--- src/hdl/des_pkg.sv ---
`timescale 1ns / 1ps
// Shared types, the standard DES tables and permutation functions for the DES core.
// Used by des_key_sched, des_round_cell and des_block_cipher_core; no dependencies.
package des_pkg;

    // Data types.
    typedef logic [31:0] half_t;
    typedef logic [47:0] subkey_t;
    typedef logic [63:0] block_t;

    localparam int NUM_ROUNDS = 16;

    // Configuration register indexes.
    typedef enum logic [0:0] {
        CFG_CIPHER_KEY   = 1'b0,
        CFG_DECRYPT_MODE = 1'b1
    } cfg_idx_t;

    // Initial permutation, bit numbers 1..64 counted from the MSB.
    localparam logic [6:0] TAB_IP [64] = '{
        7'd58, 7'd50, 7'd42, 7'd34, 7'd26, 7'd18, 7'd10, 7'd2,
        7'd60, 7'd52, 7'd44, 7'd36, 7'd28, 7'd20, 7'd12, 7'd4,
        7'd62, 7'd54, 7'd46, 7'd38, 7'd30, 7'd22, 7'd14, 7'd6,
        7'd64, 7'd56, 7'd48, 7'd40, 7'd32, 7'd24, 7'd16, 7'd8,
        7'd57, 7'd49, 7'd41, 7'd33, 7'd25, 7'd17, 7'd9,  7'd1,
        7'd59, 7'd51, 7'd43, 7'd35, 7'd27, 7'd19, 7'd11, 7'd3,
        7'd61, 7'd53, 7'd45, 7'd37, 7'd29, 7'd21, 7'd13, 7'd5,
        7'd63, 7'd55, 7'd47, 7'd39, 7'd31, 7'd23, 7'd15, 7'd7
    };

    // Final permutation.
    localparam logic [6:0] TAB_FP [64] = '{
        7'd40, 7'd8, 7'd48, 7'd16, 7'd56, 7'd24, 7'd64, 7'd32,
        7'd39, 7'd7, 7'd47, 7'd15, 7'd55, 7'd23, 7'd63, 7'd31,
        7'd38, 7'd6, 7'd46, 7'd14, 7'd54, 7'd22, 7'd62, 7'd30,
        7'd37, 7'd5, 7'd45, 7'd13, 7'd53, 7'd21, 7'd61, 7'd29,
        7'd36, 7'd4, 7'd44, 7'd12, 7'd52, 7'd20, 7'd60, 7'd28,
        7'd35, 7'd3, 7'd43, 7'd11, 7'd51, 7'd19, 7'd59, 7'd27,
        7'd34, 7'd2, 7'd42, 7'd10, 7'd50, 7'd18, 7'd58, 7'd26,
        7'd33, 7'd1, 7'd41, 7'd9,  7'd49, 7'd17, 7'd57, 7'd25
    };

    // Expansion E, 32 to 48 bits.
    localparam logic [5:0] TAB_E [48] = '{
        6'd32, 6'd1,  6'd2,  6'd3,  6'd4,  6'd5,
        6'd4,  6'd5,  6'd6,  6'd7,  6'd8,  6'd9,
        6'd8,  6'd9,  6'd10, 6'd11, 6'd12, 6'd13,
        6'd12, 6'd13, 6'd14, 6'd15, 6'd16, 6'd17,
        6'd16, 6'd17, 6'd18, 6'd19, 6'd20, 6'd21,
        6'd20, 6'd21, 6'd22, 6'd23, 6'd24, 6'd25,
        6'd24, 6'd25, 6'd26, 6'd27, 6'd28, 6'd29,
        6'd28, 6'd29, 6'd30, 6'd31, 6'd32, 6'd1
    };

    // Permutation P after the S-boxes.
    localparam logic [5:0] TAB_P [32] = '{
        6'd16, 6'd7,  6'd20, 6'd21, 6'd29, 6'd12, 6'd28, 6'd17,
        6'd1,  6'd15, 6'd23, 6'd26, 6'd5,  6'd18, 6'd31, 6'd10,
        6'd2,  6'd8,  6'd24, 6'd14, 6'd32, 6'd27, 6'd3,  6'd9,
        6'd19, 6'd13, 6'd30, 6'd6,  6'd22, 6'd11, 6'd4,  6'd25
    };

    // First key selection, 64 to 56 bits; parity bits are not selected.
    localparam logic [6:0] TAB_PC1 [56] = '{
        7'd57, 7'd49, 7'd41, 7'd33, 7'd25, 7'd17, 7'd9,
        7'd1,  7'd58, 7'd50, 7'd42, 7'd34, 7'd26, 7'd18,
        7'd10, 7'd2,  7'd59, 7'd51, 7'd43, 7'd35, 7'd27,
        7'd19, 7'd11, 7'd3,  7'd60, 7'd52, 7'd44, 7'd36,
        7'd63, 7'd55, 7'd47, 7'd39, 7'd31, 7'd23, 7'd15,
        7'd7,  7'd62, 7'd54, 7'd46, 7'd38, 7'd30, 7'd22,
        7'd14, 7'd6,  7'd61, 7'd53, 7'd45, 7'd37, 7'd29,
        7'd21, 7'd13, 7'd5,  7'd28, 7'd20, 7'd12, 7'd4
    };

    // Second key selection, from the rotated halves down to a 48-bit subkey.
    localparam logic [5:0] TAB_PC2 [48] = '{
        6'd14, 6'd17, 6'd11, 6'd24, 6'd1,  6'd5,
        6'd3,  6'd28, 6'd15, 6'd6,  6'd21, 6'd10,
        6'd23, 6'd19, 6'd12, 6'd4,  6'd26, 6'd8,
        6'd16, 6'd7,  6'd27, 6'd20, 6'd13, 6'd2,
        6'd41, 6'd52, 6'd31, 6'd37, 6'd47, 6'd55,
        6'd30, 6'd40, 6'd51, 6'd45, 6'd33, 6'd48,
        6'd44, 6'd49, 6'd39, 6'd56, 6'd34, 6'd53,
        6'd46, 6'd42, 6'd50, 6'd36, 6'd29, 6'd32
    };

    // Total left rotation of the key halves after each round's shift.
    localparam logic [4:0] CUM_ROT [16] = '{
        5'd1,  5'd2,  5'd4,  5'd6,  5'd8,  5'd10, 5'd12, 5'd14,
        5'd15, 5'd17, 5'd19, 5'd21, 5'd23, 5'd25, 5'd27, 5'd28
    };

    // The eight S-boxes, one per six-bit group, indexed by {row, column}.
    localparam logic [3:0] SBOX [8][64] = '{
        '{4'd14, 4'd4, 4'd13, 4'd1, 4'd2, 4'd15, 4'd11, 4'd8,
          4'd3, 4'd10, 4'd6, 4'd12, 4'd5, 4'd9, 4'd0, 4'd7,
          4'd0, 4'd15, 4'd7, 4'd4, 4'd14, 4'd2, 4'd13, 4'd1,
          4'd10, 4'd6, 4'd12, 4'd11, 4'd9, 4'd5, 4'd3, 4'd8,
          4'd4, 4'd1, 4'd14, 4'd8, 4'd13, 4'd6, 4'd2, 4'd11,
          4'd15, 4'd12, 4'd9, 4'd7, 4'd3, 4'd10, 4'd5, 4'd0,
          4'd15, 4'd12, 4'd8, 4'd2, 4'd4, 4'd9, 4'd1, 4'd7,
          4'd5, 4'd11, 4'd3, 4'd14, 4'd10, 4'd0, 4'd6, 4'd13},
        '{4'd15, 4'd1, 4'd8, 4'd14, 4'd6, 4'd11, 4'd3, 4'd4,
          4'd9, 4'd7, 4'd2, 4'd13, 4'd12, 4'd0, 4'd5, 4'd10,
          4'd3, 4'd13, 4'd4, 4'd7, 4'd15, 4'd2, 4'd8, 4'd14,
          4'd12, 4'd0, 4'd1, 4'd10, 4'd6, 4'd9, 4'd11, 4'd5,
          4'd0, 4'd14, 4'd7, 4'd11, 4'd10, 4'd4, 4'd13, 4'd1,
          4'd5, 4'd8, 4'd12, 4'd6, 4'd9, 4'd3, 4'd2, 4'd15,
          4'd13, 4'd8, 4'd10, 4'd1, 4'd3, 4'd15, 4'd4, 4'd2,
          4'd11, 4'd6, 4'd7, 4'd12, 4'd0, 4'd5, 4'd14, 4'd9},
        '{4'd10, 4'd0, 4'd9, 4'd14, 4'd6, 4'd3, 4'd15, 4'd5,
          4'd1, 4'd13, 4'd12, 4'd7, 4'd11, 4'd4, 4'd2, 4'd8,
          4'd13, 4'd7, 4'd0, 4'd9, 4'd3, 4'd4, 4'd6, 4'd10,
          4'd2, 4'd8, 4'd5, 4'd14, 4'd12, 4'd11, 4'd15, 4'd1,
          4'd13, 4'd6, 4'd4, 4'd9, 4'd8, 4'd15, 4'd3, 4'd0,
          4'd11, 4'd1, 4'd2, 4'd12, 4'd5, 4'd10, 4'd14, 4'd7,
          4'd1, 4'd10, 4'd13, 4'd0, 4'd6, 4'd9, 4'd8, 4'd7,
          4'd4, 4'd15, 4'd14, 4'd3, 4'd11, 4'd5, 4'd2, 4'd12},
        '{4'd7, 4'd13, 4'd14, 4'd3, 4'd0, 4'd6, 4'd9, 4'd10,
          4'd1, 4'd2, 4'd8, 4'd5, 4'd11, 4'd12, 4'd4, 4'd15,
          4'd13, 4'd8, 4'd11, 4'd5, 4'd6, 4'd15, 4'd0, 4'd3,
          4'd4, 4'd7, 4'd2, 4'd12, 4'd1, 4'd10, 4'd14, 4'd9,
          4'd10, 4'd6, 4'd9, 4'd0, 4'd12, 4'd11, 4'd7, 4'd13,
          4'd15, 4'd1, 4'd3, 4'd14, 4'd5, 4'd2, 4'd8, 4'd4,
          4'd3, 4'd15, 4'd0, 4'd6, 4'd10, 4'd1, 4'd13, 4'd8,
          4'd9, 4'd4, 4'd5, 4'd11, 4'd12, 4'd7, 4'd2, 4'd14},
        '{4'd2, 4'd12, 4'd4, 4'd1, 4'd7, 4'd10, 4'd11, 4'd6,
          4'd8, 4'd5, 4'd3, 4'd15, 4'd13, 4'd0, 4'd14, 4'd9,
          4'd14, 4'd11, 4'd2, 4'd12, 4'd4, 4'd7, 4'd13, 4'd1,
          4'd5, 4'd0, 4'd15, 4'd10, 4'd3, 4'd9, 4'd8, 4'd6,
          4'd4, 4'd2, 4'd1, 4'd11, 4'd10, 4'd13, 4'd7, 4'd8,
          4'd15, 4'd9, 4'd12, 4'd5, 4'd6, 4'd3, 4'd0, 4'd14,
          4'd11, 4'd8, 4'd12, 4'd7, 4'd1, 4'd14, 4'd2, 4'd13,
          4'd6, 4'd15, 4'd0, 4'd9, 4'd10, 4'd4, 4'd5, 4'd3},
        '{4'd12, 4'd1, 4'd10, 4'd15, 4'd9, 4'd2, 4'd6, 4'd8,
          4'd0, 4'd13, 4'd3, 4'd4, 4'd14, 4'd7, 4'd5, 4'd11,
          4'd10, 4'd15, 4'd4, 4'd2, 4'd7, 4'd12, 4'd9, 4'd5,
          4'd6, 4'd1, 4'd13, 4'd14, 4'd0, 4'd11, 4'd3, 4'd8,
          4'd9, 4'd14, 4'd15, 4'd5, 4'd2, 4'd8, 4'd12, 4'd3,
          4'd7, 4'd0, 4'd4, 4'd10, 4'd1, 4'd13, 4'd11, 4'd6,
          4'd4, 4'd3, 4'd2, 4'd12, 4'd9, 4'd5, 4'd15, 4'd10,
          4'd11, 4'd14, 4'd1, 4'd7, 4'd6, 4'd0, 4'd8, 4'd13},
        '{4'd4, 4'd11, 4'd2, 4'd14, 4'd15, 4'd0, 4'd8, 4'd13,
          4'd3, 4'd12, 4'd9, 4'd7, 4'd5, 4'd10, 4'd6, 4'd1,
          4'd13, 4'd0, 4'd11, 4'd7, 4'd4, 4'd9, 4'd1, 4'd10,
          4'd14, 4'd3, 4'd5, 4'd12, 4'd2, 4'd15, 4'd8, 4'd6,
          4'd1, 4'd4, 4'd11, 4'd13, 4'd12, 4'd3, 4'd7, 4'd14,
          4'd10, 4'd15, 4'd6, 4'd8, 4'd0, 4'd5, 4'd9, 4'd2,
          4'd6, 4'd11, 4'd13, 4'd8, 4'd1, 4'd4, 4'd10, 4'd7,
          4'd9, 4'd5, 4'd0, 4'd15, 4'd14, 4'd2, 4'd3, 4'd12},
        '{4'd13, 4'd2, 4'd8, 4'd4, 4'd6, 4'd15, 4'd11, 4'd1,
          4'd10, 4'd9, 4'd3, 4'd14, 4'd5, 4'd0, 4'd12, 4'd7,
          4'd1, 4'd15, 4'd13, 4'd8, 4'd10, 4'd3, 4'd7, 4'd4,
          4'd12, 4'd5, 4'd6, 4'd11, 4'd0, 4'd14, 4'd9, 4'd2,
          4'd7, 4'd11, 4'd4, 4'd1, 4'd9, 4'd12, 4'd14, 4'd2,
          4'd0, 4'd6, 4'd10, 4'd13, 4'd15, 4'd3, 4'd5, 4'd8,
          4'd2, 4'd1, 4'd14, 4'd7, 4'd4, 4'd10, 4'd8, 4'd13,
          4'd15, 4'd12, 4'd9, 4'd0, 4'd3, 4'd5, 4'd6, 4'd11}
    };

    // Initial permutation; pure wiring.
    function automatic block_t ip_perm(input block_t v);
        block_t r;
        r = '0;
        for (int i = 0; i < 64; i++)
        begin
            r[63 - i] = v[6'(7'd64 - TAB_IP[i])];
        end
        return r;
    endfunction

    // Final permutation; pure wiring.
    function automatic block_t fp_perm(input block_t v);
        block_t r;
        r = '0;
        for (int i = 0; i < 64; i++)
        begin
            r[63 - i] = v[6'(7'd64 - TAB_FP[i])];
        end
        return r;
    endfunction

    // Expansion of the right half to 48 bits.
    function automatic subkey_t e_expand(input half_t v);
        subkey_t r;
        r = '0;
        for (int i = 0; i < 48; i++)
        begin
            r[47 - i] = v[5'(6'd32 - TAB_E[i])];
        end
        return r;
    endfunction

    // Permutation P on the S-box outputs.
    function automatic half_t p_perm(input half_t v);
        half_t r;
        r = '0;
        for (int i = 0; i < 32; i++)
        begin
            r[31 - i] = v[5'(6'd32 - TAB_P[i])];
        end
        return r;
    endfunction

    // First key selection on the full key.
    function automatic logic [55:0] pc1_perm(input block_t v);
        logic [55:0] r;
        r = '0;
        for (int i = 0; i < 56; i++)
        begin
            r[55 - i] = v[6'(7'd64 - TAB_PC1[i])];
        end
        return r;
    endfunction

    // Second key selection on the rotated key halves.
    function automatic subkey_t pc2_perm(input logic [55:0] v);
        subkey_t r;
        r = '0;
        for (int i = 0; i < 48; i++)
        begin
            r[47 - i] = v[6'd56 - TAB_PC2[i]];
        end
        return r;
    endfunction

    // Left rotation of a 28-bit key half by a constant amount.
    function automatic logic [27:0] rot28(input logic [27:0] v, input logic [4:0] k);
        logic [55:0] doubled;
        doubled = {v, v};
        return doubled[6'd55 - {1'b0, k} -: 28];
    endfunction

    // Feistel function: expansion, subkey mix, S-boxes, then P.
    function automatic half_t feistel(input half_t r, input subkey_t sub);
        subkey_t x;
        logic [5:0] six;
        half_t o;
        x = e_expand(r) ^ sub;
        o = '0;
        for (int j = 0; j < 8; j++)
        begin
            six = x[47 - 6 * j -: 6];
            o[31 - 4 * j -: 4] = SBOX[j][{six[5], six[0], six[4:1]}];
        end
        return p_perm(o);
    endfunction

endpackage

--- src/hdl/des_round_cell.sv ---
`timescale 1ns / 1ps
// One Feistel round as a pipeline cell with its own valid bit and stall ripple.
// Depends on des_pkg for the Feistel function and data types.
module des_round_cell
    import des_pkg::*;
(
    input  logic    clk,
    input  logic    rst_n,
    input  logic    up_valid,
    input  half_t   up_l,
    input  half_t   up_r,
    output logic    up_ready,
    input  subkey_t round_key,
    output logic    down_valid,
    output half_t   down_l,
    output half_t   down_r,
    input  logic    down_ready
);

    logic  valid_reg;
    half_t l_reg;
    half_t r_reg;
    half_t l_next;
    half_t r_next;

    // The cell can take a transaction when empty or when its content moves on.
    assign up_ready = !valid_reg || down_ready;

    // Round function: swap halves and mix the old right half into the left.
    assign l_next = up_r;
    assign r_next = up_l ^ feistel(up_r, round_key);

    // Occupancy flag.
    always_ff @(posedge clk or negedge rst_n)
    begin
        if (!rst_n)
        begin
            valid_reg <= 1'b0;
        end
        else if (up_ready)
        begin
            valid_reg <= up_valid;
        end
    end

    // Data halves load only on an accepted transaction.
    always_ff @(posedge clk)
    begin
        if (up_ready && up_valid)
        begin
            l_reg <= l_next;
            r_reg <= r_next;
        end
    end

    assign down_valid = valid_reg;
    assign down_l     = l_reg;
    assign down_r     = r_reg;

endmodule

--- config.mk ---
export PLATFORM = sky130hd
export DESIGN_NAME = des_round_cell
export DESIGN_NICKNAME = d
export VERILOG_FILES = /design/src/hdl/des_pkg.sv /design/src/hdl/des_round_cell.sv
export SDC_FILE = /design/constraint.sdc
export NUM_CORES = 1
export LEC_CHECK = 0
export ABC_CLOCK_PERIOD_IN_PS = 3130
export BUFFER_PORTS_ARGS = -buffer_cell sky130_fd_sc_hd__buf_2
export CAP_MARGIN = 5
export CORE_MARGIN = 5
export CORE_UTILIZATION = 31
export DETAILED_ROUTE_END_ITERATION = 16
export GPL_TIMING_DRIVEN = 0
export SYNTH_ARGS = -nofsm -noshare
export SYNTH_HDL_FRONTEND = slang
export SYNTH_SLANG_ARGS = --single-unit
--- constraint.sdc ---
create_clock -name clk -period 3.13 [get_ports clk]
set_input_delay 0.1565 -clock clk [delete_from_list [all_inputs] [get_ports clk]]
set_output_delay 0.1565 -clock clk [all_outputs]
set_load 0.01 [all_outputs]
==> out/results.txt, run 1 <==
Final Worst Setup Slack = 0.225 ns
Worst setup path end = down_r[2]
Count of final hold-check violations = 0
Fillers = 2345
R2R setup slack = 1.58 ns
Root buf cell = clkbuf_16
Share of cells above drive strength 1 = 27.0%
CTS tree = done
Remaining antenna violation count = 0
Crit. Startpoint = up_r[21]
Setup TNS Final = 0 ns
Clock buffer depth = 2
Non-Filler Instances = 1296
Unrepaired setup endpoints after global routing = no
Hold WC Path Type = primary input to flip-flop
Finished Cell Area = 9150 um^2
Initial Utilization = 31.5%
Site Rows = 56
I/O Buffers = 181
Synth cell types = 56
Post-synth ARST share = 1.54%
Mapped Area = 7400 um^2
Fin Hold WS = 0.0192 ns
Net count, final = 1149
Slowest-stage cell, CP = xor2_1
Crit-path max FO = 10
Status = complete, no violations
Max Cap Viol = 0
Routed WL = 20500 um
Overall power = 4.16 mW
Worst EP required = 3.22 ns
DP Worst Slack = -0.165 ns
Main synth FF type = edfxtp_1
Dpl cell area = 8740 um^2
# setup viols final = 0
Die Ht = 165 um
PwrDens = 455 nW/um^2
Class of the most critical setup path = primary input to flip-flop
Worst R2R Path Depth = 3
Via density = 5.20
Most used cell, CP = xor2_1
Reg area = 1950 um^2
Peak Freq = 344 MHz
Area delta synth->final = 23.6%
EDFF count, synth = 64
Leakage power = 3.74 nW
Initial antenna violation count = 2
Placed insts = 1273
Clock Sinks = 65
Final period util = 92.8%
Cells after Synth = 772
Global route overflow = 0
Placer's final routability congestion estimate = 0.857
Crit. End Element = flip-flop
YS warnings = 0
Worst slew pin tran = 0.977 ns
Worst skew pair latency = 0.34 ns
Largest net degree at the start of global routing = 41
Slew margin rel. = 34.6%
Critical Path AT = 3.00 ns
Clk pin slew, worst setup/hold paths = 0.06 ns
Mapped Nets = 950
First-pass GRT wire length = 32100 um
Top-area cell type share of the netlist area = 26.0%
Synth top area cells = edfxtp_1, ha_1, mux4_2
Die X-Extent = 165 um
DRC = 0
1st-iter DRT viols = 349
Yosys top cell by area = edfxtp_1
Utilization after layout = 39.0%
CTS buffer count = 9
Worst r2r dst = down_l[13]
Vias in the first global route = 6347
Yosys reg bits = 65
H-tree levels = 3
Setup Fix Bufs, Post-CTS = 0
Core Region = 23500 um^2
Min Clock Period, post-route = 2.91 ns
Syn_area_per_cell = 9.59 um^2
Routed WL per cell = 15.8 um
DRT Pass-1 Iters = 5
Final Slew Violations = 0
Total number of vias = 6740
Final Skew = 0.00715 ns
Crit-path max cell delay = 0.56 ns
Worst vdd ir = 196 uV
Worst-path cell chain = dlygate4sd3_1 -> buf_2 -> xor2_1 -> ha_1 -> clkbuf_1 -> xnor2_1 -> mux4_2 -> nor2_1 -> a21oi_1 -> xor2_1
Final HPWL DP = 15600 um
I/O Pins = 182
Total GRT Usage = 14.6%
Area of the multi-input gates = 5190 um^2
Total Die Area = 27100 um^2
Sequential share of the synthesized area = 26.3%
Worst setup SP type = primary input
Reg2reg start = down_valid
state kept, by name (all words and copies together), names as in the netlist:
register / cells
down_r: 32
down_valid: 1
down_l: 32
report_power, final:
part / switching [mW] / internal, mW / total [mW]
registers: 0.0181 / 1.09 / 1.11
clock network: 0.426 / 0.779 / 1.20
logic: 1.06 / 0.789 / 1.85
worst min-delay path by stage:
stage / slack (ns) / from / end / cells after the start
after floorplan: -0.14 / rst_n / down_valid / 0
after global placement: -0.07 / rst_n / down_valid / 1
after detailed placement: -0.07 / rst_n / down_valid / 1
after CTS: 0.004 / up_r[9] / down_l[9] / 1
after global routing: 0.005 / up_r[9] / down_l[9] / 1
final: 0.02 / up_r[9] / down_l[9] / 1
final cells by class:
cell class	count	share of cell area, %
multi-input combinational	637	56.7
sequential	65	21.3
timing repair buffer	188	10.9
tap	319	4.36
clock buffer	9	2.46
inverter	37	1.54
buffer	33	1.48
clock inverter	7	1.30
antenna	1	0.0273
routing by layer:
layer | track usage, % | vias up | part of all wire (%)
met3 | 2.70 | 13 | 6.0
met1 | 18.4 | 3205 | 41
met4 | 3.89 | 2 | 0.89
met2 | 25.6 | 232 | 52
li1 | - | 3288 | -
met5 | 0 | - | 0.063
critical path: cells and delay by family:
family	cells	cell delay [ns]
and+or+nand+nor	1	0.10
buffers and inverters	3	0.90
AOI/OAI and AO/OA	1	0.06
muxes	1	0.47
adders and majority gates	1	0.36
xor gates and xnor gates	3	0.94
Yosys cell counts, types with 4 or more instances:
cell type,number
a21oi_1,47
o21ai_1,5
nand2b_1,5
o311ai_1,4
ha_1,62
clkbuf_1,24
nand2_1,71
or3_1,5
o2111ai_1,9
mux4_2,28
nand3_1,14
mux2i_1,35
buf_2,9
xnor2_1,55
nor3_1,24
inv_1,30
xor2_2,6
a31oi_1,16
a221oi_1,4
edfxtp_1,64
mux2_2,4
inv_2,6
o21ai_0,34
o32ai_1,4
xor2_1,56
a311oi_1,5
xnor2_2,9
a2111oi_0,5
nor2_1,52
a211oi_1,17
o211ai_1,26
kinds of logic after synthesis:
logic type	Yosys count	share of synthesized area, %
AOI/OAI and AO/OA	201	18.1
muxes	68	14.2
buffers and inverters	70	3.74
xor gates and xnor gates	127	16.8
adders and majority gates	62	10.5
DFF	65	26.3
and+or+nand+nor	179	10.3
placed cells by master, fill, tap and decap left out, types with 28 or more instances in the layout:
cell type and instances:
inv_1 30, mux4_2 28, xnor2_1 54, edfxtp_1 64, xor2_1 56, nand2_1 71, mux2i_1 35, o21ai_0 34
ha_1 62, buf_2 190, a21oi_1 47, nor2_1 52
repair_timing:
action | CTS | global route
resized for setup | 0 | 1
endpoints found under the setup margin | 0 | 1
endpoints found under the hold margin | 6 | 0
hold buffers | 6 | 0
Note: power is estimated with default switching activity, not from simulation.
==> inputs of run 2 (changes only) <==
ABC_CLOCK_PERIOD_IN_PS = 2600   (was 3130)
clock period = 2.6 ns   (was 3.13 ns; I/O delays follow)
==> out/results.txt, run 2 (synthesis gave the netlist of run 1 again) <==
Status = complete, no violations (unchanged)
Worst-case hold path end point = down_l[6] (was down_l[9])
Crit. End Element = flip-flop (unchanged)
Most frequent cells in the layout = buf_2, nand2_1, edfxtp_1 (unchanged)
Initial antenna violation count = 2 (unchanged)
Vias in the first global route = 6359 (was 6347)
Finished Cell Area = 9250 um^2 (was 9150 um^2)
# setup viols final = 0 (unchanged)
Peak Freq = 423 MHz
Non-Filler Instances = 1301 (was 1296)
Worst setup SP type = primary input (unchanged)
I/O Buffers = 181 (unchanged)
Count of final hold-check violations = 0 (unchanged)
Slew margin rel. = 36.4% (was 34.6%)
Worst slew pin tran = 0.947 ns (was 0.977 ns)
Most used cell, CP = inv_1 (was xor2_1)
Worst r2r dst = down_r[30] (was down_l[13])
Area delta synth->final = 25.0% (was 23.6%)
Via density = 5.20 (about the same)
Max Cap Viol = 0 (unchanged)
Placer's final routability congestion estimate = 0.857 (unchanged)
Commonest non-fill, non-tap cell in the layout = buf_2 (unchanged)
Initial Utilization = 31.5% (unchanged)
Worst EP required = 2.68 ns (was 3.22 ns)
Reg2reg start = down_valid (unchanged)
R2R setup slack = 1.03 ns (was 1.58 ns)
Clk pin slew, worst setup/hold paths = 0.06 ns (about the same)
Clock Sinks = 65 (unchanged)
Total number of vias = 6763 (was 6740)
Leakage power = 3.77 nW (was 3.74 nW)
Core Region = 23500 um^2 (unchanged)
DRT Pass-1 Iters = 5 (unchanged)
Crit-path max FO = 12 (was 10)
Hold Path Depth = 1 (unchanged)
Site Rows = 56 (unchanged)
Total GRT Usage = 14.6% (about the same)
Worst skew pair latency = 0.34 ns (about the same)
Root buf cell = clkbuf_16 (unchanged)
Clock buffer depth = 2 (unchanged)
Final Slew Violations = 0 (unchanged)
Share of cells above drive strength 1 = 27.4% (was 27.0%)
Overall power = 5.03 mW (was 4.16 mW)
1st-iter DRT viols = 366 (was 349)
CTS tree = done (unchanged)
I/O Pins = 182 (unchanged)
Final HPWL DP = 15600 um (unchanged)
Remaining antenna violation count = 0 (unchanged)
Crit-path max cell delay = 0.45 ns (was 0.56 ns)
Global route overflow = 0 (unchanged)
CTS buffer count = 9 (unchanged)
Worst R2R Path Depth = 3 (unchanged)
First-pass GRT wire length = 32300 um (was 32100 um)
Hold Startpoint = up_r[6] (was up_r[9])
Final period util = 90.8%
Net count, final = 1154 (was 1149)
Slowest-stage cell, CP = mux4_2 (was xor2_1)
Utilization after layout = 39.4% (was 39.0%)
H-tree levels = 3 (unchanged)
Die X-Extent = 165 um (unchanged)
Total Die Area = 27100 um^2 (unchanged)
Min Clock Period, post-route = 2.36 ns
Die Ht = 165 um (unchanged)
Worst-path cell chain = buf_2 -> xnor2_4 -> inv_1 -> ha_1 -> inv_1 -> mux4_2 -> mux2i_1 -> nor2_1 -> a21oi_1 -> xor2_1 (was dlygate4sd3_1 -> buf_2 -> xor2_1 -> ha_1 -> clkbuf_1 -> xnor2_1 -> mux4_2 -> nor2_1 -> a21oi_1 -> xor2_1)
Placed insts = 1273 (unchanged)
Dpl cell area = 8740 um^2 (unchanged)
DRC = 0 (unchanged)
Class of the most critical setup path = primary input to flip-flop (unchanged)
Final Skew = 0.00723 ns (was 0.00715 ns)
Crit-path leading delay family = multiplexers (was XOR/XNOR gates)
Worst vdd ir = 239 uV (was 196 uV)
Final Worst Setup Slack = 0.238 ns (was 0.225 ns)
Hold WC Path Type = primary input to flip-flop (unchanged)
Routed WL = 20700 um (was 20500 um)
DP Worst Slack = -0.668 ns (was -0.165 ns)
Critical Path AT = 2.45 ns (was 3.00 ns)
Largest net degree at the start of global routing = 41 (unchanged)
Routed WL per cell = 15.9 um (was 15.8 um)
PwrDens = 544 nW/um^2 (was 455 nW/um^2)
WP buf/inv = 3 (unchanged)
Unrepaired setup endpoints after global routing = no (unchanged)
Setup Fix Bufs, Post-CTS = 0 (unchanged)
[run 2: worst max path at each step]
stage,startpoint,end,slack (ns),depth (start not counted)
6_report,up_r[16],down_r[22],0.24,10
5_1_grt,round_key[44],down_r[9],0.05,9
4_1_cts,up_r[4],down_r[0],0.05,8
3_5_place_dp,up_r[16],down_r[22],-0.67,10
3_3_place_gp,down_valid,down_l[25],-0.80,2
2_1_floorplan,down_valid,down_l[0],0.06,2
[run 2: repair_timing]
item / CTS / global route
gates cloned: 0 / 0
gates resized for setup: 3 / 4
endpoints found under the hold margin: 11 / 0
hold buffers: 11 / 0
setup endpoints to repair: 9 / 5
[run 2: area by class of cell]
class | count | area (um^2)
antenna | 1 | 2.50
buffer | 33 | 135
clock buffer | 9 | 225
clock inverter | 7 | 119
fill | 2338 | 14200
inverter | 37 | 141
multi-input combinational | 637 | 5240
sequential | 65 | 1950
tap | 319 | 399
timing repair buffer | 193 | 1040
[run 2: worst register-to-register path: cells and delay by family, from the launching register on]
kind	cells	cell delay [ns]
flops	1	0.38
simple gates	2	0.53
buf+inv	1	0.27
[run 2: power breakdown]
| part | switching (mW) | leakage (nW) | internal [mW] |
|---|---|---|---|
| Combinational | 1.28 | 2.98 | 0.959 |
| Clock | 0.518 | 0.163 | 0.937 |
| Sequential | 0.0221 | 0.620 | 1.32 |
[run 2: layer usage]
metal | vias up | share of wire, % | global-route usage [%]
met5 | - | 0.063 | 0
met4 | 2 | 1.0 | 3.89
met2 | 218 | 51 | 25.6
met3 | 18 | 6.6 | 2.70
li1 | 3292 | - | -
met1 | 3233 | 41 | 18.6
[run 2: metrics by stage]
step                      hold WS, ns  setup TNS, ns
after floorplan                -0.166              0
after global placement        -0.0947         -56.33
after detailed placement      -0.0951          -6.09
after CTS                     0.00319              0
after global routing          0.00806              0
final                          0.0177              0
