**config.mk**
```make
export PLATFORM = sky130hd
export DESIGN_NAME = des_key_sched
export DESIGN_NICKNAME = d
export VERILOG_FILES = /design/src/hdl/des_pkg.sv /design/src/hdl/des_key_sched.sv
export SDC_FILE = /design/constraint.sdc
export NUM_CORES = 1
export LEC_CHECK = 0
export ABC_AREA = 1
export BUFFER_PORTS_ARGS = -buffer_cell sky130_fd_sc_hd__buf_2
export CAP_MARGIN = 40
export CORE_AREA = 5 5 326 328
export DETAILED_ROUTE_END_ITERATION = 10
export DIE_AREA = 0 0 331 333
export PLACE_DENSITY = 0.3
export SETUP_SLACK_MARGIN = 0.15
export SYNTH_ARGS = -nofsm -noshare
export SYNTH_HDL_FRONTEND = slang
export SYNTH_SLANG_ARGS = --single-unit
```
**constraint.sdc**
```tcl
create_clock -name vclk -period 0.85
set_clock_uncertainty 0.1 [all_clocks]
set_input_delay 0.0425 -clock vclk [all_inputs]
set_output_delay 0.0425 -clock vclk [all_outputs]
set_load 0.05 [all_outputs]
```
**src/hdl/des_pkg.sv**
```systemverilog
`timescale 1ns / 1ps
// Shared types, the standard DES tables and permutation functions for the DES core.
// Used by des_key_sched, des_round_cell and des_block_cipher_core; no dependencies.
package des_pkg;

    // Data types.
    typedef logic [31:0] half_t;
    typedef logic [47:0] subkey_t;
    typedef logic [63:0] block_t;

    localparam int NUM_ROUNDS = 16;

    // Configuration register indexes.
    typedef enum logic [0:0] {
        CFG_CIPHER_KEY   = 1'b0,
        CFG_DECRYPT_MODE = 1'b1
    } cfg_idx_t;

    // Initial permutation, bit numbers 1..64 counted from the MSB.
    localparam logic [6:0] TAB_IP [64] = '{
        7'd58, 7'd50, 7'd42, 7'd34, 7'd26, 7'd18, 7'd10, 7'd2,
        7'd60, 7'd52, 7'd44, 7'd36, 7'd28, 7'd20, 7'd12, 7'd4,
        7'd62, 7'd54, 7'd46, 7'd38, 7'd30, 7'd22, 7'd14, 7'd6,
        7'd64, 7'd56, 7'd48, 7'd40, 7'd32, 7'd24, 7'd16, 7'd8,
        7'd57, 7'd49, 7'd41, 7'd33, 7'd25, 7'd17, 7'd9,  7'd1,
        7'd59, 7'd51, 7'd43, 7'd35, 7'd27, 7'd19, 7'd11, 7'd3,
        7'd61, 7'd53, 7'd45, 7'd37, 7'd29, 7'd21, 7'd13, 7'd5,
        7'd63, 7'd55, 7'd47, 7'd39, 7'd31, 7'd23, 7'd15, 7'd7
    };

    // Final permutation.
    localparam logic [6:0] TAB_FP [64] = '{
        7'd40, 7'd8, 7'd48, 7'd16, 7'd56, 7'd24, 7'd64, 7'd32,
        7'd39, 7'd7, 7'd47, 7'd15, 7'd55, 7'd23, 7'd63, 7'd31,
        7'd38, 7'd6, 7'd46, 7'd14, 7'd54, 7'd22, 7'd62, 7'd30,
        7'd37, 7'd5, 7'd45, 7'd13, 7'd53, 7'd21, 7'd61, 7'd29,
        7'd36, 7'd4, 7'd44, 7'd12, 7'd52, 7'd20, 7'd60, 7'd28,
        7'd35, 7'd3, 7'd43, 7'd11, 7'd51, 7'd19, 7'd59, 7'd27,
        7'd34, 7'd2, 7'd42, 7'd10, 7'd50, 7'd18, 7'd58, 7'd26,
        7'd33, 7'd1, 7'd41, 7'd9,  7'd49, 7'd17, 7'd57, 7'd25
    };

    // Expansion E, 32 to 48 bits.
    localparam logic [5:0] TAB_E [48] = '{
        6'd32, 6'd1,  6'd2,  6'd3,  6'd4,  6'd5,
        6'd4,  6'd5,  6'd6,  6'd7,  6'd8,  6'd9,
        6'd8,  6'd9,  6'd10, 6'd11, 6'd12, 6'd13,
        6'd12, 6'd13, 6'd14, 6'd15, 6'd16, 6'd17,
        6'd16, 6'd17, 6'd18, 6'd19, 6'd20, 6'd21,
        6'd20, 6'd21, 6'd22, 6'd23, 6'd24, 6'd25,
        6'd24, 6'd25, 6'd26, 6'd27, 6'd28, 6'd29,
        6'd28, 6'd29, 6'd30, 6'd31, 6'd32, 6'd1
    };

    // Permutation P after the S-boxes.
    localparam logic [5:0] TAB_P [32] = '{
        6'd16, 6'd7,  6'd20, 6'd21, 6'd29, 6'd12, 6'd28, 6'd17,
        6'd1,  6'd15, 6'd23, 6'd26, 6'd5,  6'd18, 6'd31, 6'd10,
        6'd2,  6'd8,  6'd24, 6'd14, 6'd32, 6'd27, 6'd3,  6'd9,
        6'd19, 6'd13, 6'd30, 6'd6,  6'd22, 6'd11, 6'd4,  6'd25
    };

    // First key selection, 64 to 56 bits; parity bits are not selected.
    localparam logic [6:0] TAB_PC1 [56] = '{
        7'd57, 7'd49, 7'd41, 7'd33, 7'd25, 7'd17, 7'd9,
        7'd1,  7'd58, 7'd50, 7'd42, 7'd34, 7'd26, 7'd18,
        7'd10, 7'd2,  7'd59, 7'd51, 7'd43, 7'd35, 7'd27,
        7'd19, 7'd11, 7'd3,  7'd60, 7'd52, 7'd44, 7'd36,
        7'd63, 7'd55, 7'd47, 7'd39, 7'd31, 7'd23, 7'd15,
        7'd7,  7'd62, 7'd54, 7'd46, 7'd38, 7'd30, 7'd22,
        7'd14, 7'd6,  7'd61, 7'd53, 7'd45, 7'd37, 7'd29,
        7'd21, 7'd13, 7'd5,  7'd28, 7'd20, 7'd12, 7'd4
    };

    // Second key selection, from the rotated halves down to a 48-bit subkey.
    localparam logic [5:0] TAB_PC2 [48] = '{
        6'd14, 6'd17, 6'd11, 6'd24, 6'd1,  6'd5,
        6'd3,  6'd28, 6'd15, 6'd6,  6'd21, 6'd10,
        6'd23, 6'd19, 6'd12, 6'd4,  6'd26, 6'd8,
        6'd16, 6'd7,  6'd27, 6'd20, 6'd13, 6'd2,
        6'd41, 6'd52, 6'd31, 6'd37, 6'd47, 6'd55,
        6'd30, 6'd40, 6'd51, 6'd45, 6'd33, 6'd48,
        6'd44, 6'd49, 6'd39, 6'd56, 6'd34, 6'd53,
        6'd46, 6'd42, 6'd50, 6'd36, 6'd29, 6'd32
    };

    // Total left rotation of the key halves after each round's shift.
    localparam logic [4:0] CUM_ROT [16] = '{
        5'd1,  5'd2,  5'd4,  5'd6,  5'd8,  5'd10, 5'd12, 5'd14,
        5'd15, 5'd17, 5'd19, 5'd21, 5'd23, 5'd25, 5'd27, 5'd28
    };

    // The eight S-boxes, one per six-bit group, indexed by {row, column}.
    localparam logic [3:0] SBOX [8][64] = '{
        '{4'd14, 4'd4, 4'd13, 4'd1, 4'd2, 4'd15, 4'd11, 4'd8,
          4'd3, 4'd10, 4'd6, 4'd12, 4'd5, 4'd9, 4'd0, 4'd7,
          4'd0, 4'd15, 4'd7, 4'd4, 4'd14, 4'd2, 4'd13, 4'd1,
          4'd10, 4'd6, 4'd12, 4'd11, 4'd9, 4'd5, 4'd3, 4'd8,
          4'd4, 4'd1, 4'd14, 4'd8, 4'd13, 4'd6, 4'd2, 4'd11,
          4'd15, 4'd12, 4'd9, 4'd7, 4'd3, 4'd10, 4'd5, 4'd0,
          4'd15, 4'd12, 4'd8, 4'd2, 4'd4, 4'd9, 4'd1, 4'd7,
          4'd5, 4'd11, 4'd3, 4'd14, 4'd10, 4'd0, 4'd6, 4'd13},
        '{4'd15, 4'd1, 4'd8, 4'd14, 4'd6, 4'd11, 4'd3, 4'd4,
          4'd9, 4'd7, 4'd2, 4'd13, 4'd12, 4'd0, 4'd5, 4'd10,
          4'd3, 4'd13, 4'd4, 4'd7, 4'd15, 4'd2, 4'd8, 4'd14,
          4'd12, 4'd0, 4'd1, 4'd10, 4'd6, 4'd9, 4'd11, 4'd5,
          4'd0, 4'd14, 4'd7, 4'd11, 4'd10, 4'd4, 4'd13, 4'd1,
          4'd5, 4'd8, 4'd12, 4'd6, 4'd9, 4'd3, 4'd2, 4'd15,
          4'd13, 4'd8, 4'd10, 4'd1, 4'd3, 4'd15, 4'd4, 4'd2,
          4'd11, 4'd6, 4'd7, 4'd12, 4'd0, 4'd5, 4'd14, 4'd9},
        '{4'd10, 4'd0, 4'd9, 4'd14, 4'd6, 4'd3, 4'd15, 4'd5,
          4'd1, 4'd13, 4'd12, 4'd7, 4'd11, 4'd4, 4'd2, 4'd8,
          4'd13, 4'd7, 4'd0, 4'd9, 4'd3, 4'd4, 4'd6, 4'd10,
          4'd2, 4'd8, 4'd5, 4'd14, 4'd12, 4'd11, 4'd15, 4'd1,
          4'd13, 4'd6, 4'd4, 4'd9, 4'd8, 4'd15, 4'd3, 4'd0,
          4'd11, 4'd1, 4'd2, 4'd12, 4'd5, 4'd10, 4'd14, 4'd7,
          4'd1, 4'd10, 4'd13, 4'd0, 4'd6, 4'd9, 4'd8, 4'd7,
          4'd4, 4'd15, 4'd14, 4'd3, 4'd11, 4'd5, 4'd2, 4'd12},
        '{4'd7, 4'd13, 4'd14, 4'd3, 4'd0, 4'd6, 4'd9, 4'd10,
          4'd1, 4'd2, 4'd8, 4'd5, 4'd11, 4'd12, 4'd4, 4'd15,
          4'd13, 4'd8, 4'd11, 4'd5, 4'd6, 4'd15, 4'd0, 4'd3,
          4'd4, 4'd7, 4'd2, 4'd12, 4'd1, 4'd10, 4'd14, 4'd9,
          4'd10, 4'd6, 4'd9, 4'd0, 4'd12, 4'd11, 4'd7, 4'd13,
          4'd15, 4'd1, 4'd3, 4'd14, 4'd5, 4'd2, 4'd8, 4'd4,
          4'd3, 4'd15, 4'd0, 4'd6, 4'd10, 4'd1, 4'd13, 4'd8,
          4'd9, 4'd4, 4'd5, 4'd11, 4'd12, 4'd7, 4'd2, 4'd14},
        '{4'd2, 4'd12, 4'd4, 4'd1, 4'd7, 4'd10, 4'd11, 4'd6,
          4'd8, 4'd5, 4'd3, 4'd15, 4'd13, 4'd0, 4'd14, 4'd9,
          4'd14, 4'd11, 4'd2, 4'd12, 4'd4, 4'd7, 4'd13, 4'd1,
          4'd5, 4'd0, 4'd15, 4'd10, 4'd3, 4'd9, 4'd8, 4'd6,
          4'd4, 4'd2, 4'd1, 4'd11, 4'd10, 4'd13, 4'd7, 4'd8,
          4'd15, 4'd9, 4'd12, 4'd5, 4'd6, 4'd3, 4'd0, 4'd14,
          4'd11, 4'd8, 4'd12, 4'd7, 4'd1, 4'd14, 4'd2, 4'd13,
          4'd6, 4'd15, 4'd0, 4'd9, 4'd10, 4'd4, 4'd5, 4'd3},
        '{4'd12, 4'd1, 4'd10, 4'd15, 4'd9, 4'd2, 4'd6, 4'd8,
          4'd0, 4'd13, 4'd3, 4'd4, 4'd14, 4'd7, 4'd5, 4'd11,
          4'd10, 4'd15, 4'd4, 4'd2, 4'd7, 4'd12, 4'd9, 4'd5,
          4'd6, 4'd1, 4'd13, 4'd14, 4'd0, 4'd11, 4'd3, 4'd8,
          4'd9, 4'd14, 4'd15, 4'd5, 4'd2, 4'd8, 4'd12, 4'd3,
          4'd7, 4'd0, 4'd4, 4'd10, 4'd1, 4'd13, 4'd11, 4'd6,
          4'd4, 4'd3, 4'd2, 4'd12, 4'd9, 4'd5, 4'd15, 4'd10,
          4'd11, 4'd14, 4'd1, 4'd7, 4'd6, 4'd0, 4'd8, 4'd13},
        '{4'd4, 4'd11, 4'd2, 4'd14, 4'd15, 4'd0, 4'd8, 4'd13,
          4'd3, 4'd12, 4'd9, 4'd7, 4'd5, 4'd10, 4'd6, 4'd1,
          4'd13, 4'd0, 4'd11, 4'd7, 4'd4, 4'd9, 4'd1, 4'd10,
          4'd14, 4'd3, 4'd5, 4'd12, 4'd2, 4'd15, 4'd8, 4'd6,
          4'd1, 4'd4, 4'd11, 4'd13, 4'd12, 4'd3, 4'd7, 4'd14,
          4'd10, 4'd15, 4'd6, 4'd8, 4'd0, 4'd5, 4'd9, 4'd2,
          4'd6, 4'd11, 4'd13, 4'd8, 4'd1, 4'd4, 4'd10, 4'd7,
          4'd9, 4'd5, 4'd0, 4'd15, 4'd14, 4'd2, 4'd3, 4'd12},
        '{4'd13, 4'd2, 4'd8, 4'd4, 4'd6, 4'd15, 4'd11, 4'd1,
          4'd10, 4'd9, 4'd3, 4'd14, 4'd5, 4'd0, 4'd12, 4'd7,
          4'd1, 4'd15, 4'd13, 4'd8, 4'd10, 4'd3, 4'd7, 4'd4,
          4'd12, 4'd5, 4'd6, 4'd11, 4'd0, 4'd14, 4'd9, 4'd2,
          4'd7, 4'd11, 4'd4, 4'd1, 4'd9, 4'd12, 4'd14, 4'd2,
          4'd0, 4'd6, 4'd10, 4'd13, 4'd15, 4'd3, 4'd5, 4'd8,
          4'd2, 4'd1, 4'd14, 4'd7, 4'd4, 4'd10, 4'd8, 4'd13,
          4'd15, 4'd12, 4'd9, 4'd0, 4'd3, 4'd5, 4'd6, 4'd11}
    };

    // Initial permutation; pure wiring.
    function automatic block_t ip_perm(input block_t v);
        block_t r;
        r = '0;
        for (int i = 0; i < 64; i++)
        begin
            r[63 - i] = v[6'(7'd64 - TAB_IP[i])];
        end
        return r;
    endfunction

    // Final permutation; pure wiring.
    function automatic block_t fp_perm(input block_t v);
        block_t r;
        r = '0;
        for (int i = 0; i < 64; i++)
        begin
            r[63 - i] = v[6'(7'd64 - TAB_FP[i])];
        end
        return r;
    endfunction

    // Expansion of the right half to 48 bits.
    function automatic subkey_t e_expand(input half_t v);
        subkey_t r;
        r = '0;
        for (int i = 0; i < 48; i++)
        begin
            r[47 - i] = v[5'(6'd32 - TAB_E[i])];
        end
        return r;
    endfunction

    // Permutation P on the S-box outputs.
    function automatic half_t p_perm(input half_t v);
        half_t r;
        r = '0;
        for (int i = 0; i < 32; i++)
        begin
            r[31 - i] = v[5'(6'd32 - TAB_P[i])];
        end
        return r;
    endfunction

    // First key selection on the full key.
    function automatic logic [55:0] pc1_perm(input block_t v);
        logic [55:0] r;
        r = '0;
        for (int i = 0; i < 56; i++)
        begin
            r[55 - i] = v[6'(7'd64 - TAB_PC1[i])];
        end
        return r;
    endfunction

    // Second key selection on the rotated key halves.
    function automatic subkey_t pc2_perm(input logic [55:0] v);
        subkey_t r;
        r = '0;
        for (int i = 0; i < 48; i++)
        begin
            r[47 - i] = v[6'd56 - TAB_PC2[i]];
        end
        return r;
    endfunction

    // Left rotation of a 28-bit key half by a constant amount.
    function automatic logic [27:0] rot28(input logic [27:0] v, input logic [4:0] k);
        logic [55:0] doubled;
        doubled = {v, v};
        return doubled[6'd55 - {1'b0, k} -: 28];
    endfunction

    // Feistel function: expansion, subkey mix, S-boxes, then P.
    function automatic half_t feistel(input half_t r, input subkey_t sub);
        subkey_t x;
        logic [5:0] six;
        half_t o;
        x = e_expand(r) ^ sub;
        o = '0;
        for (int j = 0; j < 8; j++)
        begin
            six = x[47 - 6 * j -: 6];
            o[31 - 4 * j -: 4] = SBOX[j][{six[5], six[0], six[4:1]}];
        end
        return p_perm(o);
    endfunction

endpackage

```
**src/hdl/des_key_sched.sv**
```systemverilog
`timescale 1ns / 1ps
// DES key schedule: PC-1, fixed rotations and PC-2 for all sixteen round keys.
// Depends on des_pkg; wiring plus a mux. Users keep the key static between blocks.
module des_key_sched
    import des_pkg::*;
(
    input  block_t  cipher_key,
    input  logic    decrypt_mode,
    output subkey_t round_key [NUM_ROUNDS]
);

    logic [55:0] cd0;
    subkey_t     enc_key [NUM_ROUNDS];

    // Halves after PC-1; parity bits drop out here.
    assign cd0 = pc1_perm(cipher_key);

    // Each round's subkey uses the cumulative rotation up to that round.
    for (genvar i = 0; i < NUM_ROUNDS; i++)
    begin : g_round
        assign enc_key[i] = pc2_perm({rot28(cd0[55:28], CUM_ROT[i]),
                                      rot28(cd0[27:0], CUM_ROT[i])});
        // Decryption walks the schedule backwards.
        assign round_key[i] = decrypt_mode ? enc_key[NUM_ROUNDS - 1 - i] : enc_key[i];
    end

endmodule

```
==> results of run 1 <==
[cell usage after synthesis, drive strengths merged]
master | count | area [sq um]
inv | 1 | 3.75
nand2 | 800 | 3050
buf | 204 | 1350
[stage by stage]
step / instance area (sq um) / hold slack (ns) / util (%) / total power [W]
final: 19800 / 0.486 / 19.2 / 0.0247
after CTS: 17800 / 0.473 / 17.3 / 0.0233
after floorplan: 7600 / 0.149 / - / 0.0150
after global routing: 19800 / 0.501 / 19.2 / 0.0254
after detailed placement: 14900 / 0.516 / 14.5 / 0.0210
after global placement: 14900 / 0.544 / 14.5 / 0.0211
[worst max-delay path: stages]
cell	delay, ns
sky130_fd_sc_hd__buf_16	0.15
sky130_fd_sc_hd__buf_16	0.16
sky130_fd_sc_hd__buf_12	0.15
sky130_fd_sc_hd__nand2_8	0.15
sky130_fd_sc_hd__buf_16	0.20
sky130_fd_sc_hd__nand2_2	0.07
sky130_fd_sc_hd__buf_6	0.15
[area by class of cell]
class / instances / area (sq um) / area share (%)
Timing Repair Buffer: 1047 / 11800 / 59.7
Multi-Input combinational cell: 807 / 6170 / 31.2
Tap cell: 1380 / 1730 / 8.72
Timing Repair inverter: 3 / 47.5 / 0.240
Inverter: 1 / 20.0 / 0.101
Antenna cell: 2 / 5.00 / 0.0253
[worst min-delay path by stage]
stage                         startpoint             end  slack [ns]  cells past startpoint
final                     cipher_key[10]  round_key[674]        0.49                      4
after global routing      cipher_key[10]  round_key[674]        0.50                      4
after CTS                 cipher_key[10]  round_key[674]        0.47                      4
after detailed placement  cipher_key[10]  round_key[674]        0.52                      4
after global placement    cipher_key[22]  round_key[143]        0.54                      4
after floorplan           cipher_key[41]    round_key[7]        0.15                      2
[routing by layer]
layer,part of all wire (%),global-route usage (%),up-vias
met5,0.034,0,-
met1,39,15.1,5108
met2,53,23.7,598
met4,2.4,2.17,4
li1,-,-,4638
met3,6.0,2.08,76
[cells by family (layout without fill, tap and decap cells)]
family | count (synthesis) | in the layout
other | 0 | 2
buffers and inverters | 205 | 1051
and+or+nand+nor | 800 | 807
[timing repair]
action,4_1_cts,5_1_grt
cloned,29,13
buffers inserted,17,8
gates resized for setup,576,622
hold buffers,0,0
endpoints found under the setup margin,768,768
pin swaps,18,9
[report_power, final]
group / total [W] / switching [W] / internal [W]
combinational: 0.0247 / 0.0168 / 0.00792
sequential: 0 / 0 / 0
clock: 0.000000000299 / 0 / 0.000000000299
total: 0.0247 / 0.0168 / 0.00792
==> results.sh, run 1 <==
export IMPL_vias_per_cell=3.22
export IMPL_yosys_warnings=0
export IMPL_design_final_nets=1925
export IMPL_synth_cells=1005
export IMPL_dp_slack_ns=-0.756
export IMPL_syn_cell_area_sq_um=4400
export IMPL_crit_arrival_ns=1.13
export IMPL_compound_gate_fraction_of_synth_area_pct=0
export IMPL_vdd_drop_max_mv=0.474
export IMPL_synth_xor_xnor_area_share_pct=0
export IMPL_setup_total_negative_slack_ns=-244.97
export IMPL_postRouteAntennaNets=0
export IMPL_layout_filler_cells=11403
export IMPL_p_leak_nw=10.6
export IMPL_mean_routed_wirelength_per_cell_um=24.6
export IMPL_timing_critical_path_to="round_key[59]"
export IMPL_type_of_the_tightest_min_delay_check="in2out"
export IMPL_drt_first_iter_violations=454
export IMPL_grt_antenna_before_repair=5
export IMPL_max_cap_violations=0
export IMPL_timing_final_crit_share_pct=150
export IMPL_io_pins=833
export IMPL_critPathCaptureType="primary output"
export IMPL_grt_start_max_net_pins=15
export IMPL_hold_viol_final=0
export IMPL_grt_ovfl_total=0
export IMPL_final_critical_path_setup_slack_ns=-0.427
export IMPL_gp_congestion=0.737
export IMPL_post_route_min_period_ns=1.28
export IMPL_route_detailed_drc=0
export IMPL_dp_final_hpwl_um=57000
export IMPL_grt_pass1_vias=10060
export IMPL_placeableCoreArea_sq_um=103000
export IMPL_layout_common_cells="439 x sky130_fd_sc_hd__nand2_1, 345 x sky130_fd_sc_hd__buf_2, 219 x sky130_fd_sc_hd__buf_12"
export IMPL_max_slew_violation_count=0
export IMPL_criticalPathCategory="in2out"
export IMPL_track_usage_pct=12.6
export IMPL_route_vias_total=10424
export IMPL_mappedNetlistNets=1070
export IMPL_placementRows=118
export IMPL_floorplan_die_area_sq_um=110000
export IMPL_synth_area_mux_share_pct=0
export IMPL_synth_lib_cells_used_distinct=7
export IMPL_portBuffers=825
export IMPL_fmax_ghz=0.783
export IMPL_wl_um=79900
export IMPL_die_span_in_y_um=333
export IMPL_dp_cells=3171
export IMPL_final_setup_viol_count=768
export IMPL_floorplan_initialDensity_pct=4.28
export IMPL_p_per_area_nw_per_um2=1250
export IMPL_crit_required_ns=0.71
export IMPL_layout_cells_most_common="sky130_fd_sc_hd__nand2_1"
export IMPL_start_kind="input port"
export IMPL_synth_adder_area_share_pct=0
export IMPL_area_delta_synth_final_pct=350
export IMPL_drt_pass1_iter_count=5
export IMPL_unrepaired_setup_endpoints_after_global_routing="true"
export IMPL_synth_top_family_by_area="simple AND/OR/NAND/NOR gates"
export IMPL_run_status="finished, violations left"
export IMPL_violations="setup timing"
export IMPL_final_instance_count_excl_fill=3240
export IMPL_synth_seq_area_share_pct=0
export IMPL_final_clkbuf_count=0
export IMPL_die_w_um=331
export IMPL_wire_length_of_the_first_global_routing_pass_um=96500
export IMPL_regArea_sq_um=0
export IMPL_worstMarginPinSlew_ns=0.420
export IMPL_synth_avg_cell_area_sq_um=4.38
export IMPL_nFlopsAndLatches=0
export IMPL_critical_path_startpoint="decrypt_mode"
export IMPL_cp_max_fo=8
export IMPL_worst_slew_margin_rel_pct=72.0
export IMPL_layout_drive_gt1_share_pct=76.4
export IMPL_yosys_area_share_simple_pct=69.2
(Power assumes the default switching activity.)
==> run 2, diff against run 1 <==
--- a/config.mk
+++ b/config.mk
@@ -5,13 +5,13 @@
 export SDC_FILE = /design/constraint.sdc
 export NUM_CORES = 1
 export LEC_CHECK = 0
-export ABC_AREA = 1
 export BUFFER_PORTS_ARGS = -buffer_cell sky130_fd_sc_hd__buf_2
 export CAP_MARGIN = 40
-export CORE_AREA = 5 5 326 328
+export CORE_AREA = 5 5 317 319
 export DETAILED_ROUTE_END_ITERATION = 10
-export DIE_AREA = 0 0 331 333
-export PLACE_DENSITY = 0.3
+export DIE_AREA = 0 0 322 324
+export PLACE_DENSITY = 0.32
+export RECOVER_POWER = 100
 export SETUP_SLACK_MARGIN = 0.15
 export SYNTH_ARGS = -nofsm -noshare
 export SYNTH_HDL_FRONTEND = slang
==> results.sh, run 2 <==
export IMPL_postRouteAntennaNets=0
export IMPL_setup_total_negative_slack_ns=-320.71
export IMPL_vias_per_cell=3.68
export IMPL_route_detailed_drc=0
export IMPL_cp_max_fo=9
export IMPL_grt_util_met3_pct=2.16
export IMPL_route_vias_total=11109
export IMPL_mappedNetlistNets=1026
export IMPL_track_usage_pct=12.1
export IMPL_cp_common_cell="sky130_fd_sc_hd__buf_16"
export IMPL_start_kind="input port"
export IMPL_hold_viol_final=0
export IMPL_max_cap_violations=0
export IMPL_worst_slew_margin_rel_pct=74.7
export IMPL_layout_filler_cells=10639
export IMPL_hold_worst_slack_ns=0.478
export IMPL_layout_common_cells="642 x sky130_fd_sc_hd__buf_2, 572 x sky130_fd_sc_hd__mux2_4, 136 x sky130_fd_sc_hd__buf_6"
export IMPL_die_span_in_y_um=324
export IMPL_layout_drive_gt1_share_pct=100
export IMPL_crit_arrival_ns=1.22
export IMPL_type_of_the_tightest_min_delay_check="in2out"
export IMPL_slowest_stage="sky130_fd_sc_hd__bufbuf_16"
export IMPL_cp_cell_sequence="buf_16 > buf_16 > bufbuf_16 > mux2_4 > buf_2"
export IMPL_drt_pass1_iter_count=5
export IMPL_wire_length_of_the_first_global_routing_pass_um=92800
export IMPL_yosysMostFrequentCell="sky130_fd_sc_hd__mux2_4"
export IMPL_io_pins=833
export IMPL_grt_antenna_before_repair=7
export IMPL_cpPeakStageDelay_ns=0.30
export IMPL_die_w_um=322
export IMPL_post_route_min_period_ns=1.36
export IMPL_dpl_instance_area_sq_um=18100
export IMPL_design_final_nets=1795
export IMPL_grt_ovfl_total=0
export IMPL_synth_lib_cells_used_distinct=6
export IMPL_dp_final_hpwl_um=57300
export IMPL_grt_util_met2_pct=21.8
export IMPL_grt_start_max_net_pins=37
export IMPL_synth_avg_cell_area_sq_um=11.4
export IMPL_grt_pass1_vias=11551
export IMPL_floorplan_die_area_sq_um=104000
export IMPL_ys_top_cells_by_count="400 x sky130_fd_sc_hd__mux2_4, 288 x sky130_fd_sc_hd__mux2_2, 116 x sky130_fd_sc_hd__clkbuf_1"
export IMPL_nFlopsAndLatches=0
export IMPL_gp_congestion=0.760
export IMPL_placementRows=115
export IMPL_fmax_ghz=0.736
export IMPL_final_critical_path_setup_slack_ns=-0.508
export IMPL_synth_seq_area_share_pct=0
export IMPL_final_clkbuf_count=0
export IMPL_run_status="finished, violations left"
export IMPL_criticalPathCategory="in2out"
export IMPL_timing_final_crit_share_pct=160
export IMPL_regArea_sq_um=0
export IMPL_yosys_warnings=0
export IMPL_max_slew_violation_count=0
export IMPL_violations="setup timing"
export IMPL_placeableCoreArea_sq_um=97600
export IMPL_grtUsageMet1_pct=15.4
export IMPL_syn_cell_area_sq_um=11000
export IMPL_unrepaired_setup_endpoints_after_global_routing="true"
export IMPL_wl_um=74200
export IMPL_portBuffers=825
export IMPL_floorplan_initialDensity_pct=11.2
export IMPL_gr_max_usage_layer="met2"
export IMPL_layout_cells_most_common="sky130_fd_sc_hd__buf_2"
export IMPL_mean_routed_wirelength_per_cell_um=24.6
export IMPL_drt_first_iter_violations=411
export IMPL_critPathCaptureType="primary output"
export IMPL_area_delta_synth_final_pct=89.0
export IMPL_synth_top_area_share_pct=54.8
export IMPL_synth_cells=961
export IMPL_finish_instance_area_sq_um=20700
export IMPL_netlist_top_cells_area="sky130_fd_sc_hd__mux2_4 55%, sky130_fd_sc_hd__mux2_2 30%, sky130_fd_sc_hd__buf_4 5.6%"
export IMPL_hold_fix_buffers_cts=0
export IMPL_dp_slack_ns=-0.606
export IMPL_synth_largest_area_cell="sky130_fd_sc_hd__mux2_4"
export IMPL_final_setup_viol_count=768
export IMPL_worstMarginPinSlew_ns=0.382
export IMPL_crit_required_ns=0.71
-- run 2: changes by cell type in the layout (fill, tap and decap cells not counted), sizes merged --
cell    delta
diode      -1
nand2    -807
inv        -4
clkbuf     +2
buf        -9
mux2     +688
-- run 2: layer usage --
metal | vias up | wire (um) | share of wire, %
li1 | 4875 | - | -
met1 | 5603 | 31100 | 42
met2 | 569 | 37000 | 50
met3 | 56 | 4880 | 6.6
met4 | 6 | 1260 | 1.7
met5 | - | 28 | 0.038
-- run 2: cells by family (layout without fill, tap and decap cells) --
family                 count (synthesis)  after routing  synth area share (%)
multiplexers                         688            688                  84.4
buffers and inverters                273           1040                  15.6
other                                  0              1                     0
-- run 2: layout make-up --
| type | count | area [sq um] | share of cell area (%) |
|---|---|---|---|
| well taps | 1287 | 1610 | 7.78 |
| multi-input cells | 688 | 9890 | 47.8 |
| repair buffers | 1040 | 9200 | 44.4 |
| diodes | 1 | 2.50 | 0.0121 |
-- run 2: worst paths after layout --
| path | startpoint | to | slack, ns | cells after the start |
|---|---|---|---|---|
| worst max-delay path | decrypt_mode | round_key[361] | -0.51 | 5 |
| worst min-delay path | cipher_key[58] | round_key[353] | 0.48 | 3 |
-- run 2: worst max-delay path, delay by kind of cell --
family,cells,cell delay (ns)
mux,1,0.30
buf+inv,4,0.82
-- run 2: what timing repair did --
action	in CTS	in global routing
gates resized for setup	184	422
pin swaps	0	0
gates cloned	5	27
setup endpoints to repair	768	768
buffers inserted	6	4
hold endpoints to repair	0	0
-- run 2: metrics by stage --
stage | util, % | instances
after floorplan | - | 961
after detailed placement | 18.6 | 2973
after global routing | 21.2 | 3015
final | 21.2 | 3016
after global placement | 18.6 | 2973
after CTS | 19.4 | 2984
==> run 3, diff against run 2 <==
--- a/config.mk
+++ b/config.mk
@@ -10,9 +10,11 @@
 export CORE_AREA = 5 5 317 319
 export DETAILED_ROUTE_END_ITERATION = 10
 export DIE_AREA = 0 0 322 324
-export PLACE_DENSITY = 0.32
+export MAX_ROUTING_LAYER = met4
+export PLACE_DENSITY = 0.31
 export RECOVER_POWER = 100
 export SETUP_SLACK_MARGIN = 0.15
+export SKIP_LAST_GASP = 1
 export SYNTH_ARGS = -nofsm -noshare
 export SYNTH_HDL_FRONTEND = slang
 export SYNTH_SLANG_ARGS = --single-unit
==> results.sh, run 3 (same netlist as run 2, synthesis figures left out) <==
export IMPL_seq_power_share_pct=0
export IMPL_layout_filler_cells=10810
export IMPL_fmax_ghz=0.729
export IMPL_layout_cells_most_common="sky130_fd_sc_hd__buf_2"
export IMPL_max_slew_violation_count=0
export IMPL_run_status="finished, violations left"
export IMPL_timing_hold_worst_path_depth=4
export IMPL_criticalPathCategory="in2out"
export IMPL_grtUsageMet1_pct=15.8
export IMPL_grt_pass1_vias=11148
export IMPL_grt_util_met3_pct=2.30
export IMPL_final_setup_viol_count=768
export IMPL_type_of_the_tightest_min_delay_check="in2out"
export IMPL_dp_final_hpwl_um=57000
export IMPL_layout_common_cells="741 x sky130_fd_sc_hd__buf_2, 563 x sky130_fd_sc_hd__mux2_4, 125 x sky130_fd_sc_hd__mux2_2"
export IMPL_max_cap_violations=0
export IMPL_layout_drive_gt1_share_pct=100
export IMPL_floorplan_die_area_sq_um=104000
export IMPL_final_clkbuf_count=0
export IMPL_hold_fix_buffers_cts=0
export IMPL_p_clk_share_pct=0
export IMPL_mean_routed_wirelength_per_cell_um=24.2
export IMPL_gp_congestion=0.756
export IMPL_total_power_w=0.0230
export IMPL_track_usage_pct=12.5
export IMPL_grt_util_met2_pct=21.0
export IMPL_dp_slack_ns=-0.600
export IMPL_regArea_sq_um=0
export IMPL_design_final_nets=1791
export IMPL_unrepaired_setup_endpoints_after_global_routing="true"
export IMPL_switching_share_pct=67.6
export IMPL_die_span_in_y_um=324
export IMPL_worstHoldEndpoint="round_key[681]"
export IMPL_placementRows=115
export IMPL_nFlopsAndLatches=0
export IMPL_p_leak_nw=10.3
export IMPL_portBuffers=825
export IMPL_crit_required_ns=0.71
export IMPL_post_route_min_period_ns=1.37
export IMPL_area_delta_synth_final_pct=78.6
export IMPL_cp_cell_sequence="buf_16 > buf_12 > buf_16 > buf_6 > buf_12 > mux2_4 > buf_8"
export IMPL_floorplan_initialDensity_pct=11.2
export IMPL_final_critical_path_setup_slack_ns=-0.523
export IMPL_route_detailed_drc=0
export IMPL_grt_ovfl_total=0
export IMPL_setup_total_negative_slack_ns=-336.25
export IMPL_power_combinational_fraction_pct=100.0
export IMPL_io_pins=833
export IMPL_cpPeakStageDelay_ns=0.30
export IMPL_violations="setup timing"
export IMPL_vias_per_cell=3.63
export IMPL_placeableCoreArea_sq_um=97600
export IMPL_p_per_area_nw_per_um2=1170
export IMPL_wire_length_of_the_first_global_routing_pass_um=91900
export IMPL_worstMarginPinSlew_ns=0.415
export IMPL_drt_first_iter_violations=429
export IMPL_grt_start_max_net_pins=38
export IMPL_net_switching_power_w=0.0155
export IMPL_hold_worst_slack_ns=0.562
export IMPL_worst_slew_margin_rel_pct=72.5
export IMPL_vdd_drop_max_mv=0.513
export IMPL_timing_hold_worst_start="cipher_key[34]"
export IMPL_gr_max_usage_layer="met2"
export IMPL_crit_arrival_ns=1.23
export IMPL_final_instance_count_excl_fill=3013
export IMPL_wl_um=72900
export IMPL_hold_viol_final=0
export IMPL_critPathCaptureType="primary output"
export IMPL_timing_final_crit_share_pct=161
export IMPL_drt_pass1_iter_count=4
export IMPL_p_int_w=0.00745
export IMPL_dp_cells=2978
export IMPL_route_vias_total=10935
export IMPL_worst_path_dominant_cell_family="buffers and inverters"
export IMPL_multiInputGateArea_sq_um=9860
export IMPL_slowest_stage="sky130_fd_sc_hd__mux2_4"
export IMPL_start_kind="input port"
export IMPL_cp_buffers_inverters=6
export IMPL_grt_antenna_before_repair=3
export IMPL_die_w_um=322
export IMPL_postRouteAntennaNets=0
export IMPL_cp_max_fo=7
-- run 3: worst max path at each step --
stage | start | end | slack (ns) | cells past startpoint
after global placement | decrypt_mode | round_key[67] | -0.59 | 5
final | decrypt_mode | round_key[179] | -0.52 | 7
after floorplan | decrypt_mode | round_key[410] | -0.43 | 6
after global routing | decrypt_mode | round_key[277] | -0.54 | 7
after CTS | decrypt_mode | round_key[670] | -0.59 | 5
after detailed placement | decrypt_mode | round_key[613] | -0.60 | 5
-- run 3: final cells by class --
cell class / instances / area share, %
multi-input cells: 688 / 50.4
repair buffers: 1036 / 41.3
well taps: 1287 / 8.23
diodes: 2 / 0.0256
-- run 3: what timing repair did --
item / in CTS / in global routing
gates resized for setup: 84 / 173
cloned: 9 / 13
setup buffers: 6 / 5
setup endpoints to repair: 768 / 768
-- run 3: stage by stage --
step	instance area (sq um)	util, %
global route	19600	20.1
detailed placement	18200	18.7
global placement	18200	18.7
finish	19600	20.1
floorplan	12100	-
CTS	18900	19.3
-- run 3: metal layers --
layer | vias up | share of wire (%)
met5 | - | 0
met1 | 5436 | 43
met2 | 577 | 48
li1 | 4867 | -
met3 | 55 | 6.9
met4 | 0 | 1.7
-- run 3: power by group through the flow --
| stage | sequential, W | clock (W) | combinational (W) |
|---|---|---|---|
| finish | 0 | 0.000000000315 | 0.0230 |
| global route | 0 | 0.000000000314 | 0.0236 |
| CTS | 0 | 0 | 0.0226 |
| detailed placement | 0 | 0 | 0.0221 |
| global placement | 0 | 0 | 0.0222 |
| floorplan | 0 | 0 | 0.0173 |
